$ cat src/design/assert_macros.svh
// assertion macros shared by the transparent run-length encoder rtl
// no dependencies
`ifndef ASSERT_MACROS_SVH
`define ASSERT_MACROS_SVH

// implication checked in the same cycle
`define ASSERT_IMPLIES(name, clk, rstn, ante, cons) \
    name: assert property (@(posedge clk) disable iff (!rstn) (ante) |-> (cons)) \
        else $error("implication check failed");

// implication checked in the next cycle
`define ASSERT_NEXT(name, clk, rstn, ante, cons) \
    name: assert property (@(posedge clk) disable iff (!rstn) (ante) |=> (cons)) \
        else $error("next cycle check failed");

`endif

$ cat src/design/trle_pkg.sv
// shared constants and types of the transparent run-length encoder
// no dependencies
`default_nettype none

package trle_pkg;

    localparam int MAX_RUN_DEF        = 127;
    localparam int MAX_WIDTH_DEF      = 4096;
    localparam int BYTES_PER_WORD_DEF = 8;

    localparam int PIXEL_W    = 8;
    localparam int CFG_W      = 13;
    localparam int WORD_W     = 64;
    localparam int COUNT_W    = 4;
    localparam int LANE_W     = 3;
    localparam int RUN_LEN_W  = 7;
    localparam int CMDQ_DEPTH = 4;
    localparam int CMDQ_PTR_W = 2;

    localparam logic [PIXEL_W-1:0] RUN_MARK = 8'h80;

    // class of the run closed first in a burst
    localparam logic [1:0] KIND_NONE   = 2'd0;
    localparam logic [1:0] KIND_TRANS  = 2'd1;
    localparam logic [1:0] KIND_OPAQUE = 2'd2;

    typedef struct packed {
        logic [1:0]           c1_kind;
        logic [RUN_LEN_W-1:0] c1_len;
        logic                 c1_bank;
        logic                 c2_opaque;
        logic [RUN_LEN_W-1:0] c2_len;
        logic                 c2_bank;
        logic                 marker;
    } cmd_t;

    typedef struct packed {
        logic                 en;
        logic                 bank;
        logic [RUN_LEN_W-1:0] addr;
        logic [PIXEL_W-1:0]   data;
    } lit_wr_t;

endpackage

`default_nettype wire

$ cat src/design/trle_cmd_fifo.sv
// short command queue between front and back of the encoder
// depends on trle_pkg
`default_nettype none

module trle_cmd_fifo (
    input  wire logic           aclk,
    input  wire logic           aresetn,
    input  wire logic           push,
    input  trle_pkg::cmd_t      din,
    output logic                full,
    input  wire logic           pop,
    output trle_pkg::cmd_t      dout,
    output logic                empty
);

    localparam int PW = trle_pkg::CMDQ_PTR_W;
    localparam int CW = trle_pkg::CMDQ_PTR_W + 1;

    trle_pkg::cmd_t entry_reg [trle_pkg::CMDQ_DEPTH];
    logic [PW-1:0]  wr_ptr_reg, rd_ptr_reg;
    logic [CW-1:0]  count_reg;

    assign full  = (count_reg == CW'(trle_pkg::CMDQ_DEPTH));
    assign empty = (count_reg == '0);
    assign dout  = entry_reg[rd_ptr_reg];

    always_ff @(posedge aclk) begin
        if (push) begin
            entry_reg[wr_ptr_reg] <= din;
        end
    end

    always_ff @(posedge aclk) begin
        if (!aresetn) begin
            wr_ptr_reg <= '0;
            rd_ptr_reg <= '0;
            count_reg  <= '0;
        end else begin
            if (push) begin
                wr_ptr_reg <= wr_ptr_reg + PW'(1);
            end
            if (pop) begin
                rd_ptr_reg <= rd_ptr_reg + PW'(1);
            end
            if (push && !pop) begin
                count_reg <= count_reg + CW'(1);
            end else if (pop && !push) begin
                count_reg <= count_reg - CW'(1);
            end
        end
    end

endmodule

`default_nettype wire

$ cat src/design/trle_front.sv
// front of the encoder: row width register, column tracking, run classification
// depends on trle_pkg; feeds trle_cmd_fifo and the literal store in trle_back
`default_nettype none

module trle_front #(
    parameter int MAX_RUN   = trle_pkg::MAX_RUN_DEF,
    parameter int MAX_WIDTH = trle_pkg::MAX_WIDTH_DEF
) (
    input  wire logic                        aclk,
    input  wire logic                        aresetn,
    input  wire logic                        cfg_valid,
    output logic                             cfg_ready,
    input  wire logic [trle_pkg::CFG_W-1:0]  cfg_row_width,
    input  wire logic                        s_valid,
    output logic                             s_ready,
    input  wire logic [trle_pkg::PIXEL_W-1:0] s_pixel,
    input  wire logic                        q_full,
    output logic                             q_push,
    output trle_pkg::cmd_t                   q_cmd,
    output trle_pkg::lit_wr_t                lit_wr,
    input  wire logic [1:0]                  bank_release
);

    localparam int COL_W = $clog2(MAX_WIDTH + 4);
    localparam int CW    = trle_pkg::CFG_W;
    localparam int PADW  = trle_pkg::CFG_W + 1;
    localparam int RL    = trle_pkg::RUN_LEN_W;

    logic [COL_W-1:0] wlast_reg, plast_reg, column_reg;
    logic [RL-1:0]    run_len_reg;
    logic             run_trans_reg;
    logic             cur_bank_reg;
    logic [1:0]       busy_reg;

    logic [CW-1:0]    w_clamp;
    logic [PADW-1:0]  w_pad;
    logic [COL_W-1:0] wlast_next, plast_next;

    logic             accept, in_row, is_trans, close1, starts, trans_new, use_bank, row_end;
    logic [RL-1:0]    len_base, len_new;
    logic [1:0]       busy_set;

    // clamp the width and precompute last pixel and last padded column
    always_comb begin
        if (cfg_row_width == '0) begin
            w_clamp = CW'(1);
        end else if (cfg_row_width > CW'(MAX_WIDTH)) begin
            w_clamp = CW'(MAX_WIDTH);
        end else begin
            w_clamp = cfg_row_width;
        end
        w_pad      = ({1'b0, w_clamp} + PADW'(3)) & ~PADW'(3);
        wlast_next = COL_W'(w_clamp - CW'(1));
        plast_next = COL_W'(w_pad - PADW'(1));
    end

    assign cfg_ready = 1'b1;
    // next opaque run goes to the other bank, which must be drained
    assign s_ready   = !q_full && !busy_reg[~cur_bank_reg];
    assign accept    = s_valid && s_ready;

    always_comb begin
        in_row    = (column_reg <= wlast_reg);
        is_trans  = (s_pixel == '0);
        close1    = in_row && (run_len_reg != '0)
                    && ((is_trans != run_trans_reg) || (run_len_reg >= RL'(MAX_RUN)));
        len_base  = close1 ? '0 : run_len_reg;
        starts    = (len_base == '0);
        trans_new = starts ? is_trans : run_trans_reg;
        use_bank  = (starts && !is_trans) ? ~cur_bank_reg : cur_bank_reg;
        len_new   = len_base + RL'(1);
        row_end   = in_row && (column_reg == wlast_reg);

        q_push = accept && (close1 || row_end);
        if (close1) begin
            q_cmd.c1_kind = run_trans_reg ? trle_pkg::KIND_TRANS : trle_pkg::KIND_OPAQUE;
        end else begin
            q_cmd.c1_kind = trle_pkg::KIND_NONE;
        end
        q_cmd.c1_len    = run_len_reg;
        q_cmd.c1_bank   = cur_bank_reg;
        q_cmd.c2_opaque = row_end && !trans_new;
        q_cmd.c2_len    = len_new;
        q_cmd.c2_bank   = use_bank;
        q_cmd.marker    = row_end;

        lit_wr.en   = accept && in_row && !is_trans;
        lit_wr.bank = use_bank;
        lit_wr.addr = len_base;
        lit_wr.data = s_pixel;

        busy_set = '0;
        if (q_push && (q_cmd.c1_kind == trle_pkg::KIND_OPAQUE)) begin
            busy_set[cur_bank_reg] = 1'b1;
        end
        if (q_push && q_cmd.c2_opaque) begin
            busy_set[use_bank] = 1'b1;
        end
    end

    always_ff @(posedge aclk) begin
        if (!aresetn) begin
            wlast_reg     <= '0;
            plast_reg     <= COL_W'(3);
            column_reg    <= '0;
            run_len_reg   <= '0;
            run_trans_reg <= 1'b0;
            cur_bank_reg  <= 1'b0;
            busy_reg      <= '0;
        end else begin
            busy_reg <= (busy_reg & ~bank_release) | busy_set;
            if (cfg_valid) begin
                wlast_reg     <= wlast_next;
                plast_reg     <= plast_next;
                column_reg    <= '0;
                run_len_reg   <= '0;
                run_trans_reg <= 1'b0;
            end else if (accept) begin
                column_reg <= (column_reg == plast_reg) ? '0 : column_reg + COL_W'(1);
                if (in_row) begin
                    run_len_reg   <= row_end ? '0 : len_new;
                    run_trans_reg <= trans_new;
                    cur_bank_reg  <= use_bank;
                end
            end
        end
    end

endmodule

`default_nettype wire

$ cat src/design/trle_back.sv
// back of the encoder: literal store, byte sequencer and word packer
// depends on trle_pkg; takes commands from trle_cmd_fifo
`default_nettype none

module trle_back #(
    parameter int MAX_RUN        = trle_pkg::MAX_RUN_DEF,
    parameter int BYTES_PER_WORD = trle_pkg::BYTES_PER_WORD_DEF
) (
    input  wire logic                         aclk,
    input  wire logic                         aresetn,
    input  wire logic                         q_empty,
    input  trle_pkg::cmd_t                    q_head,
    output logic                              q_pop,
    input  trle_pkg::lit_wr_t                 lit_wr,
    output logic [1:0]                        bank_release,
    output logic                              m_valid,
    input  wire logic                         m_ready,
    output logic [trle_pkg::WORD_W-1:0]       m_packed_bytes,
    output logic [trle_pkg::COUNT_W-1:0]      m_byte_count,
    output logic                              m_ends_row,
    output logic                              m_last_of_burst
);

    localparam int IDX_W = (MAX_RUN > 1) ? $clog2(MAX_RUN) : 1;
    localparam int RL    = trle_pkg::RUN_LEN_W;
    localparam int PXW   = trle_pkg::PIXEL_W;
    localparam int LW    = trle_pkg::LANE_W;
    localparam int NW    = trle_pkg::COUNT_W;

    localparam logic [2:0] ST_IDLE = 3'd0;
    localparam logic [2:0] ST_HDR1 = 3'd1;
    localparam logic [2:0] ST_LIT1 = 3'd2;
    localparam logic [2:0] ST_HDR2 = 3'd3;
    localparam logic [2:0] ST_LIT2 = 3'd4;
    localparam logic [2:0] ST_MARK = 3'd5;

    logic [PXW-1:0] lit_mem [2][MAX_RUN];

    logic [2:0]           state_reg, state_next;
    trle_pkg::cmd_t       cmd_reg, cmd_next;
    logic [IDX_W-1:0]     idx_reg, idx_next;

    logic                 s2_valid_reg, s2_lit_reg, s2_last_reg, s2_mark_reg;
    logic [PXW-1:0]       s2_byte_reg, rd_reg;
    logic                 req_valid, req_lit, req_last, req_mark;
    logic [PXW-1:0]       req_byte;
    logic                 rd_bank;
    logic [IDX_W-1:0]     rd_idx;
    logic [2:0]           after1, after2;
    logic [RL-1:0]        idx_inc;
    logic                 lit_end;

    logic [trle_pkg::WORD_W-1:0] acc_reg, acc_next;
    logic [LW-1:0]        acc_cnt_reg;
    logic                 s2_done, advance;
    logic [PXW-1:0]       cur_byte;

    logic                 out_valid_reg, out_ends_reg, out_last_reg;
    logic [trle_pkg::WORD_W-1:0] out_data_reg;
    logic [NW-1:0]        out_cnt_reg;

    // stall when a word completes and the output register cannot take it
    assign s2_done = s2_last_reg || (acc_cnt_reg == LW'(BYTES_PER_WORD - 1));
    assign advance = !(s2_valid_reg && s2_done && out_valid_reg && !m_ready);

    always_ff @(posedge aclk) begin
        if (lit_wr.en) begin
            lit_mem[lit_wr.bank][lit_wr.addr[IDX_W-1:0]] <= lit_wr.data;
        end
        if (advance) begin
            rd_reg <= lit_mem[rd_bank][rd_idx];
        end
    end

    always_comb begin
        state_next   = state_reg;
        cmd_next     = cmd_reg;
        idx_next     = idx_reg;
        q_pop        = 1'b0;
        req_valid    = 1'b0;
        req_lit      = 1'b0;
        req_last     = 1'b0;
        req_mark     = 1'b0;
        req_byte     = '0;
        rd_bank      = cmd_reg.c1_bank;
        rd_idx       = idx_reg;
        bank_release = '0;
        lit_end      = 1'b0;
        idx_inc      = RL'(idx_reg) + RL'(1);
        after1       = cmd_reg.c2_opaque ? ST_HDR2 : (cmd_reg.marker ? ST_MARK : ST_IDLE);
        after2       = cmd_reg.marker ? ST_MARK : ST_IDLE;

        unique case (state_reg)
            ST_IDLE: begin
                if (!q_empty) begin
                    q_pop    = advance;
                    cmd_next = q_head;
                    idx_next = '0;
                    if (q_head.c1_kind != trle_pkg::KIND_NONE) begin
                        state_next = ST_HDR1;
                    end else if (q_head.c2_opaque) begin
                        state_next = ST_HDR2;
                    end else begin
                        state_next = ST_MARK;
                    end
                end
            end
            ST_HDR1: begin
                req_valid = 1'b1;
                idx_next  = '0;
                if (cmd_reg.c1_kind == trle_pkg::KIND_TRANS) begin
                    req_byte   = trle_pkg::RUN_MARK | PXW'(cmd_reg.c1_len);
                    state_next = after1;
                    req_last   = (after1 == ST_IDLE);
                end else begin
                    req_byte   = PXW'(cmd_reg.c1_len);
                    state_next = ST_LIT1;
                end
            end
            ST_LIT1: begin
                req_valid = 1'b1;
                req_lit   = 1'b1;
                rd_bank   = cmd_reg.c1_bank;
                lit_end   = (idx_inc == cmd_reg.c1_len);
                if (lit_end) begin
                    state_next = after1;
                    req_last   = (after1 == ST_IDLE);
                    bank_release[cmd_reg.c1_bank] = advance;
                end else begin
                    idx_next = IDX_W'(idx_inc);
                end
            end
            ST_HDR2: begin
                req_valid  = 1'b1;
                req_byte   = PXW'(cmd_reg.c2_len);
                idx_next   = '0;
                state_next = ST_LIT2;
            end
            ST_LIT2: begin
                req_valid = 1'b1;
                req_lit   = 1'b1;
                rd_bank   = cmd_reg.c2_bank;
                lit_end   = (idx_inc == cmd_reg.c2_len);
                if (lit_end) begin
                    state_next = after2;
                    req_last   = (after2 == ST_IDLE);
                    bank_release[cmd_reg.c2_bank] = advance;
                end else begin
                    idx_next = IDX_W'(idx_inc);
                end
            end
            ST_MARK: begin
                req_valid  = 1'b1;
                req_mark   = 1'b1;
                req_last   = 1'b1;
                req_byte   = trle_pkg::RUN_MARK;
                state_next = ST_IDLE;
            end
            default: begin
                state_next = ST_IDLE;
            end
        endcase
    end

    // drop the current byte into its lane
    always_comb begin
        cur_byte = s2_lit_reg ? rd_reg : s2_byte_reg;
        acc_next = acc_reg;
        for (int j = 0; j < 8; j++) begin
            if (acc_cnt_reg == LW'(j)) begin
                acc_next[j*PXW +: PXW] = cur_byte;
            end
        end
    end

    always_ff @(posedge aclk) begin
        if (advance) begin
            cmd_reg     <= cmd_next;
            idx_reg     <= idx_next;
            s2_lit_reg  <= req_lit;
            s2_last_reg <= req_last;
            s2_mark_reg <= req_mark;
            s2_byte_reg <= req_byte;
        end
        if (advance && s2_valid_reg && s2_done) begin
            out_data_reg <= acc_next;
            out_cnt_reg  <= NW'(acc_cnt_reg) + NW'(1);
            out_ends_reg <= s2_mark_reg;
            out_last_reg <= s2_last_reg;
        end
    end

    always_ff @(posedge aclk) begin
        if (!aresetn) begin
            state_reg     <= ST_IDLE;
            s2_valid_reg  <= 1'b0;
            acc_reg       <= '0;
            acc_cnt_reg   <= '0;
            out_valid_reg <= 1'b0;
        end else begin
            if (advance && s2_valid_reg && s2_done) begin
                out_valid_reg <= 1'b1;
            end else if (m_ready) begin
                out_valid_reg <= 1'b0;
            end
            if (advance) begin
                state_reg    <= state_next;
                s2_valid_reg <= req_valid;
                if (s2_valid_reg) begin
                    if (s2_done) begin
                        acc_reg     <= '0;
                        acc_cnt_reg <= '0;
                    end else begin
                        acc_reg     <= acc_next;
                        acc_cnt_reg <= acc_cnt_reg + LW'(1);
                    end
                end
            end
        end
    end

    assign m_valid         = out_valid_reg;
    assign m_packed_bytes  = out_data_reg;
    assign m_byte_count    = out_cnt_reg;
    assign m_ends_row      = out_ends_reg;
    assign m_last_of_burst = out_last_reg;

endmodule

`default_nettype wire

$ cat src/design/transparent_run_length_encoder_core.sv
// transparent run-length encoder top: front, command queue, back; uses trle_pkg
// path: a command passes from the queue into the back's command register, its bytes
// through the byte stage registers into the word lanes, and each word into the output register
// throughput: front takes one pixel per cycle while the queue has room and the next
// literal bank is drained; back, unless the output stalls, sends one encoded byte per cycle and idles between bursts
// reset: synchronous active low, row width 1, no open run; literal store not cleared
`default_nettype none
`include "assert_macros.svh"

module transparent_run_length_encoder_core #(
    parameter int MAX_RUN        = trle_pkg::MAX_RUN_DEF,
    parameter int MAX_WIDTH      = trle_pkg::MAX_WIDTH_DEF,
    parameter int BYTES_PER_WORD = trle_pkg::BYTES_PER_WORD_DEF
) (
    input  wire logic                          aclk,
    input  wire logic                          aresetn,
    input  wire logic                          cfg_valid,
    output logic                               cfg_ready,
    input  wire logic [trle_pkg::CFG_W-1:0]    cfg_row_width,
    input  wire logic                          s_valid,
    output logic                               s_ready,
    input  wire logic [trle_pkg::PIXEL_W-1:0]  s_pixel,
    output logic                               m_valid,
    input  wire logic                          m_ready,
    output logic [trle_pkg::WORD_W-1:0]        m_packed_bytes,
    output logic [trle_pkg::COUNT_W-1:0]       m_byte_count,
    output logic                               m_ends_row,
    output logic                               m_last_of_burst
);

    localparam int NW = trle_pkg::COUNT_W;

    logic              q_push, q_full, q_pop, q_empty;
    trle_pkg::cmd_t    q_cmd, q_head;
    trle_pkg::lit_wr_t lit_wr;
    logic [1:0]        bank_release;

    trle_front #(
        .MAX_RUN   (MAX_RUN),
        .MAX_WIDTH (MAX_WIDTH)
    ) u_front (
        .aclk          (aclk),
        .aresetn       (aresetn),
        .cfg_valid     (cfg_valid),
        .cfg_ready     (cfg_ready),
        .cfg_row_width (cfg_row_width),
        .s_valid       (s_valid),
        .s_ready       (s_ready),
        .s_pixel       (s_pixel),
        .q_full        (q_full),
        .q_push        (q_push),
        .q_cmd         (q_cmd),
        .lit_wr        (lit_wr),
        .bank_release  (bank_release)
    );

    trle_cmd_fifo u_fifo (
        .aclk    (aclk),
        .aresetn (aresetn),
        .push    (q_push),
        .din     (q_cmd),
        .full    (q_full),
        .pop     (q_pop),
        .dout    (q_head),
        .empty   (q_empty)
    );

    trle_back #(
        .MAX_RUN        (MAX_RUN),
        .BYTES_PER_WORD (BYTES_PER_WORD)
    ) u_back (
        .aclk            (aclk),
        .aresetn         (aresetn),
        .q_empty         (q_empty),
        .q_head          (q_head),
        .q_pop           (q_pop),
        .lit_wr          (lit_wr),
        .bank_release    (bank_release),
        .m_valid         (m_valid),
        .m_ready         (m_ready),
        .m_packed_bytes  (m_packed_bytes),
        .m_byte_count    (m_byte_count),
        .m_ends_row      (m_ends_row),
        .m_last_of_burst (m_last_of_burst)
    );

    // only the final word of a burst may be short
    `ASSERT_IMPLIES(a_full_mid_word, aclk, aresetn, m_valid && !m_last_of_burst, m_byte_count == NW'(BYTES_PER_WORD))
    // the row marker is always the final byte of its burst
    `ASSERT_IMPLIES(a_mark_last, aclk, aresetn, m_valid && m_ends_row, m_last_of_burst)
    `ASSERT_IMPLIES(a_count_range, aclk, aresetn, m_valid, m_byte_count != '0 && m_byte_count <= NW'(BYTES_PER_WORD))
    // a full queue that is not drained takes no command in the next cycle
    `ASSERT_NEXT(a_push_space, aclk, aresetn, q_full && !q_pop, !q_push)

endmodule

`default_nettype wire
$ cat config.mk
export PLATFORM = sky130hd
export DESIGN_NAME = transparent_run_length_encoder_core
export DESIGN_NICKNAME = d
export VERILOG_FILES = /design/src/design/trle_pkg.sv /design/src/design/trle_cmd_fifo.sv /design/src/design/trle_front.sv /design/src/design/trle_back.sv /design/src/design/transparent_run_length_encoder_core.sv
export VERILOG_INCLUDE_DIRS = /design/src /design/src/design
export SDC_FILE = /design/constraint.sdc
export NUM_CORES = 2
export LEC_CHECK = 0
export BUFFER_PORTS_ARGS = -buffer_cell sky130_fd_sc_hd__buf_2
export CELL_PAD_IN_SITES_DETAIL_PLACEMENT = 0
export CELL_PAD_IN_SITES_GLOBAL_PLACEMENT = 1
export CORE_UTILIZATION = 40
export DETAILED_ROUTE_END_ITERATION = 10
export GPL_ROUTABILITY_DRIVEN = 0
export PLACE_DENSITY_LB_ADDON = 0.1
export REMOVE_ABC_BUFFERS = 1
export SYNTH_ARGS = -nofsm -noshare
export SYNTH_HDL_FRONTEND = slang
export SYNTH_HIERARCHICAL = 1
export SYNTH_SLANG_ARGS = --single-unit
$ cat constraint.sdc
create_clock -name aclk -period 14.1 [get_ports aclk]
set_clock_uncertainty 0.2 [all_clocks]
set_input_delay 1.41 -clock aclk [delete_from_list [all_inputs] [get_ports aclk]]
set_output_delay 1.41 -clock aclk [all_outputs]
set_load 0.01 [all_outputs]
==> reports/summary.md <==
The number of sinks driven by the clock tree came out at 2356. In this run the remaining antenna-violating nets after routing total 0. The floorplan step set the die width to 487 µm.

The maximum VDD drop came out at 145 µV. Compared with the post-synthesis result, the final layout area differs by 12.9%. The count of maximum capacitance violations came out at 0.

The most critical setup path has its startpoint at s_pixel[7]. The tools report the number of global-route vias before repair as 57300. Across every metal layer, demand over resource in global routing totals 25.0%. Summed over all layers, the global routing overflow is 0. The tools report the sort of element at the end of the critical path as a register.

The run gives 0 as the number of max-slew violations in the final report. First-pass GRT wire length: 425000 µm. In this run the worst path has a maximum fanout of 48. Number of buffers added by the clock tree synthesis step: 278. During I/O placement, the number of pins put on the boundary was 99. Hold timing on the final database bottoms out at a slack of 257 ps. For this design the static power due to leakage is 35.0 nW. Synthesized area per cell: 13.1 µm². The kind of start point of the critical path was a primary input. The startpoint identified for the worst hold timing path is u_back/acc_reg[61].

Power spread over the standard cell area amounts to 189 mW/mm². The routed length per placed instance works out to 28.4 µm. Entering global routing, the biggest net connects 163 pins. The latest clock arrival within the worst-skew pair was 940 ps. The library cell used most frequently in the layout, excluding fill and tap cells, is sky130_fd_sc_hd__edfxtp_1.

For the data required time at the worst endpoint, the log shows 14450 ps. The placed instance count is 10100, and the number of vias per cell after detailed routing is 5.60. The longest clock path from root to sink contains 4 buffers. The final design utilization was 45.5%. Once detailed placement completed, the half-perimeter wirelength came to 186000 µm. The logs give 0 for the final hold violation count and 79 for the number of different library cells in the post-synthesis netlist. Buffers placed on the I/O ports in this run total 97. In this run, synthesis produced a sequential element count of 2356. The run gives 6 as the number of warnings issued by yosys.

Area of the core: 0.233 mm². The clock transition at the register clock pins on the worst setup and hold paths after CTS is 60 ps, and the count of routing violations after the opening detailed-route iteration is 6057. The time the final worst path needs with I/O delays and setup was 7190 ps; the die height was 487 µm. The final cell count without fillers was 10500; the H-tree depth reported by CTS was 5. Once the clock tree was built, the resizer swapped 0 gates to a different size. In the layout the commonest cells are sky130_fd_sc_hd__edfxtp_1 (2228), sky130_fd_sc_hd__nand2_1 (1757), sky130_fd_sc_hd__nand3_1 (416), sky130_fd_sc_hd__nor2_1 (396), sky130_fd_sc_hd__a21oi_1 (361). After the last flow step, the layout net total stands at 7257. The most used flip-flop cell after synthesis is sky130_fd_sc_hd__edfxtp_1. Derived from the worst setup path, the maximum achievable clock frequency is 0.139 GHz. The first TritonRoute pass finished after 6 iterations.

In the finished design, the share of the clock period the worst path needs comes to 51.0%. The register with the most flip-flops in the layout has 2032 of them. The quantity of hold-fixing buffers added after cts came out at 0. The cell area after placement is 0.0975 mm². TritonCTS built the clock tree.

For the cell area after technology mapping, the log shows 0.0939 mm². The flow ran to the end, and the final reports show no timing, DRC or antenna violations. For this configuration, the core starts out at a cell density of 40.3%.

The sequential area share after synthesis is 73.9%, and the count of flip-flops with a built-in enable after synthesis is 2228. Path type of the worst setup path: in2reg. The transition time at the pin with the least slew margin came out at 1410 ps. Counting flops with an async set or reset pin after synthesis yields a share of 0%. The share of final-layout standard cells stronger than drive strength 1 was 9.02%. The floorplan has 177 rows. Summing over every cut layer, the via total after detailed routing is 59000. The root buffer cell chosen for the clock tree is sky130_fd_sc_hd__clkbuf_16. The tools report the initial antenna violation count as 19. The logs give 0 for the final setup violation count and 7530 ps for the data arrival time of the worst path.

Setup repair after global routing left no endpoint under its margin. The worst hold path belongs to the class reg2reg. The run gives 0 as the post-CTS setup buffer count. The tools report the sum of routed wire length over all layers as 299000 µm.

After detailed routing, the number of remaining DRC violations is 0. The finished cells cover 0.106 mm². The startpoint identified for the worst register-to-register timing path is u_front/column_reg[10]. Synthesis handed over a netlist of 7148 instances. The die area was 0.237 mm²; the tightest slew margin relative to the limit was 6.03%.
-- critical path, stage by stage --
cell	delay [ps]
sky130_fd_sc_hd__buf_8	180
sky130_fd_sc_hd__nor4_1	750
sky130_fd_sc_hd__a21o_1	220
sky130_fd_sc_hd__a31oi_1	110
sky130_fd_sc_hd__a31oi_1	750
sky130_fd_sc_hd__nand2_1	310
sky130_fd_sc_hd__ha_1	320
sky130_fd_sc_hd__inv_1	110
sky130_fd_sc_hd__a211oi_2	100
sky130_fd_sc_hd__xor2_2	240
sky130_fd_sc_hd__nor2b_1	550
sky130_fd_sc_hd__nand4_1	1190
sky130_fd_sc_hd__buf_4	650
sky130_fd_sc_hd__nor2_1	570
-- final cells by class --
class	instances	area (µm²)
fill	21000	127000
multi-input combinational	4292	22300
inverter	42	158
timing repair buffer	230	1680
clock inverter	119	963
tap	3132	3920
antenna	4	10.0
clock buffer	355	7570
sequential	2356	69500
-- report_power, final --
part	switching (mW)	internal, mW	total (mW)
registers	0.102	7.80	7.90
logic	3.96	1.33	5.30
clock network	2.77	4.05	6.82
total	6.83	13.2	20.0
-- worst paths after layout --
kind	endpoint	slack, ps	depth (start not counted)
hold reg to reg	u_back/acc_reg[61]	260	1
hold / removal	u_back/acc_reg[61]	260	1
setup reg to reg	u_back/lit_mem[0][956]	6940	14
setup / recovery	u_back/lit_mem[0][956]	6910	14
-- per-stage QoR --
stage | total power [mW] | setup TNS, ps | setup WS [ps]
floorplan | 12.7 | -261010 | -33900
global placement | 13.3 | 0 | 6230
detailed placement | 13.3 | 0 | 6170
CTS | 20.2 | 0 | 7160
global route | 20.8 | 0 | 6750
finish | 20.0 | 0 | 6910
-- cells by family (layout without fill, tap and decap cells) --
kind of cell,Yosys count,after routing,synth area share [%]
mux,240,240,2.82
simple gates,3053,3053,14.0
buf+inv,500,746,2.47
xor+xnor,62,62,0.578
compound gates,905,905,5.78
fa+ha+maj,31,31,0.421
flops,2356,2356,73.9
other cells,1,5,0.00399
-- synth_stat cells (8+ instances only) --
| library cell | count | area share [%] |
|---|---|---|
| sky130_fd_sc_hd__a31oi_1 | 136 | 0.91 |
| sky130_fd_sc_hd__buf_6 | 18 | 0.22 |
| sky130_fd_sc_hd__buf_2 | 69 | 0.37 |
| sky130_fd_sc_hd__a211oi_1 | 10 | 0.080 |
| sky130_fd_sc_hd__or2_2 | 8 | 0.053 |
| sky130_fd_sc_hd__inv_1 | 39 | 0.16 |
| sky130_fd_sc_hd__o22ai_1 | 85 | 0.57 |
| sky130_fd_sc_hd__o21ai_0 | 124 | 0.66 |
| sky130_fd_sc_hd__nand2b_1 | 14 | 0.093 |
| sky130_fd_sc_hd__a311oi_1 | 9 | 0.084 |
| sky130_fd_sc_hd__and2_1 | 28 | 0.19 |
| sky130_fd_sc_hd__nand3_1 | 417 | 2.2 |
| sky130_fd_sc_hd__nor4_1 | 116 | 0.77 |
| sky130_fd_sc_hd__a32oi_1 | 8 | 0.075 |
| sky130_fd_sc_hd__edfxtp_1 | 2228 | 71 |
| sky130_fd_sc_hd__nand2_1 | 1767 | 7.1 |
| sky130_fd_sc_hd__clkbuf_1 | 284 | 1.1 |
| sky130_fd_sc_hd__nor3_1 | 84 | 0.45 |
| sky130_fd_sc_hd__xnor2_1 | 31 | 0.29 |
| sky130_fd_sc_hd__nor2_1 | 398 | 1.6 |
| sky130_fd_sc_hd__mux4_2 | 20 | 0.48 |
| sky130_fd_sc_hd__o211ai_1 | 11 | 0.088 |
| sky130_fd_sc_hd__nor2b_1 | 23 | 0.15 |
| sky130_fd_sc_hd__nand4_1 | 139 | 0.93 |
| sky130_fd_sc_hd__or3_1 | 15 | 0.10 |
| sky130_fd_sc_hd__xor2_1 | 31 | 0.29 |
| sky130_fd_sc_hd__a22oi_1 | 96 | 0.77 |
| sky130_fd_sc_hd__nand3b_1 | 14 | 0.11 |
| sky130_fd_sc_hd__buf_1 | 31 | 0.12 |
| sky130_fd_sc_hd__o2111ai_1 | 21 | 0.20 |
| sky130_fd_sc_hd__buf_4 | 55 | 0.44 |
| sky130_fd_sc_hd__dfxtp_1 | 128 | 2.7 |
| sky130_fd_sc_hd__ha_1 | 30 | 0.40 |
| sky130_fd_sc_hd__mux2i_1 | 220 | 2.3 |
| sky130_fd_sc_hd__a21oi_1 | 362 | 1.9 |
-- per-layer routing --
layer | vias to the layer above | GRT usage [%] | routed length, µm
met5 | - | 0 | 0
met4 | 0 | 6.07 | 6570
met3 | 348 | 4.01 | 20000
met2 | 2174 | 39.4 | 139000
met1 | 30000 | 36.2 | 134000
li1 | 26400 | - | -
(Power assumes the default switching activity.)
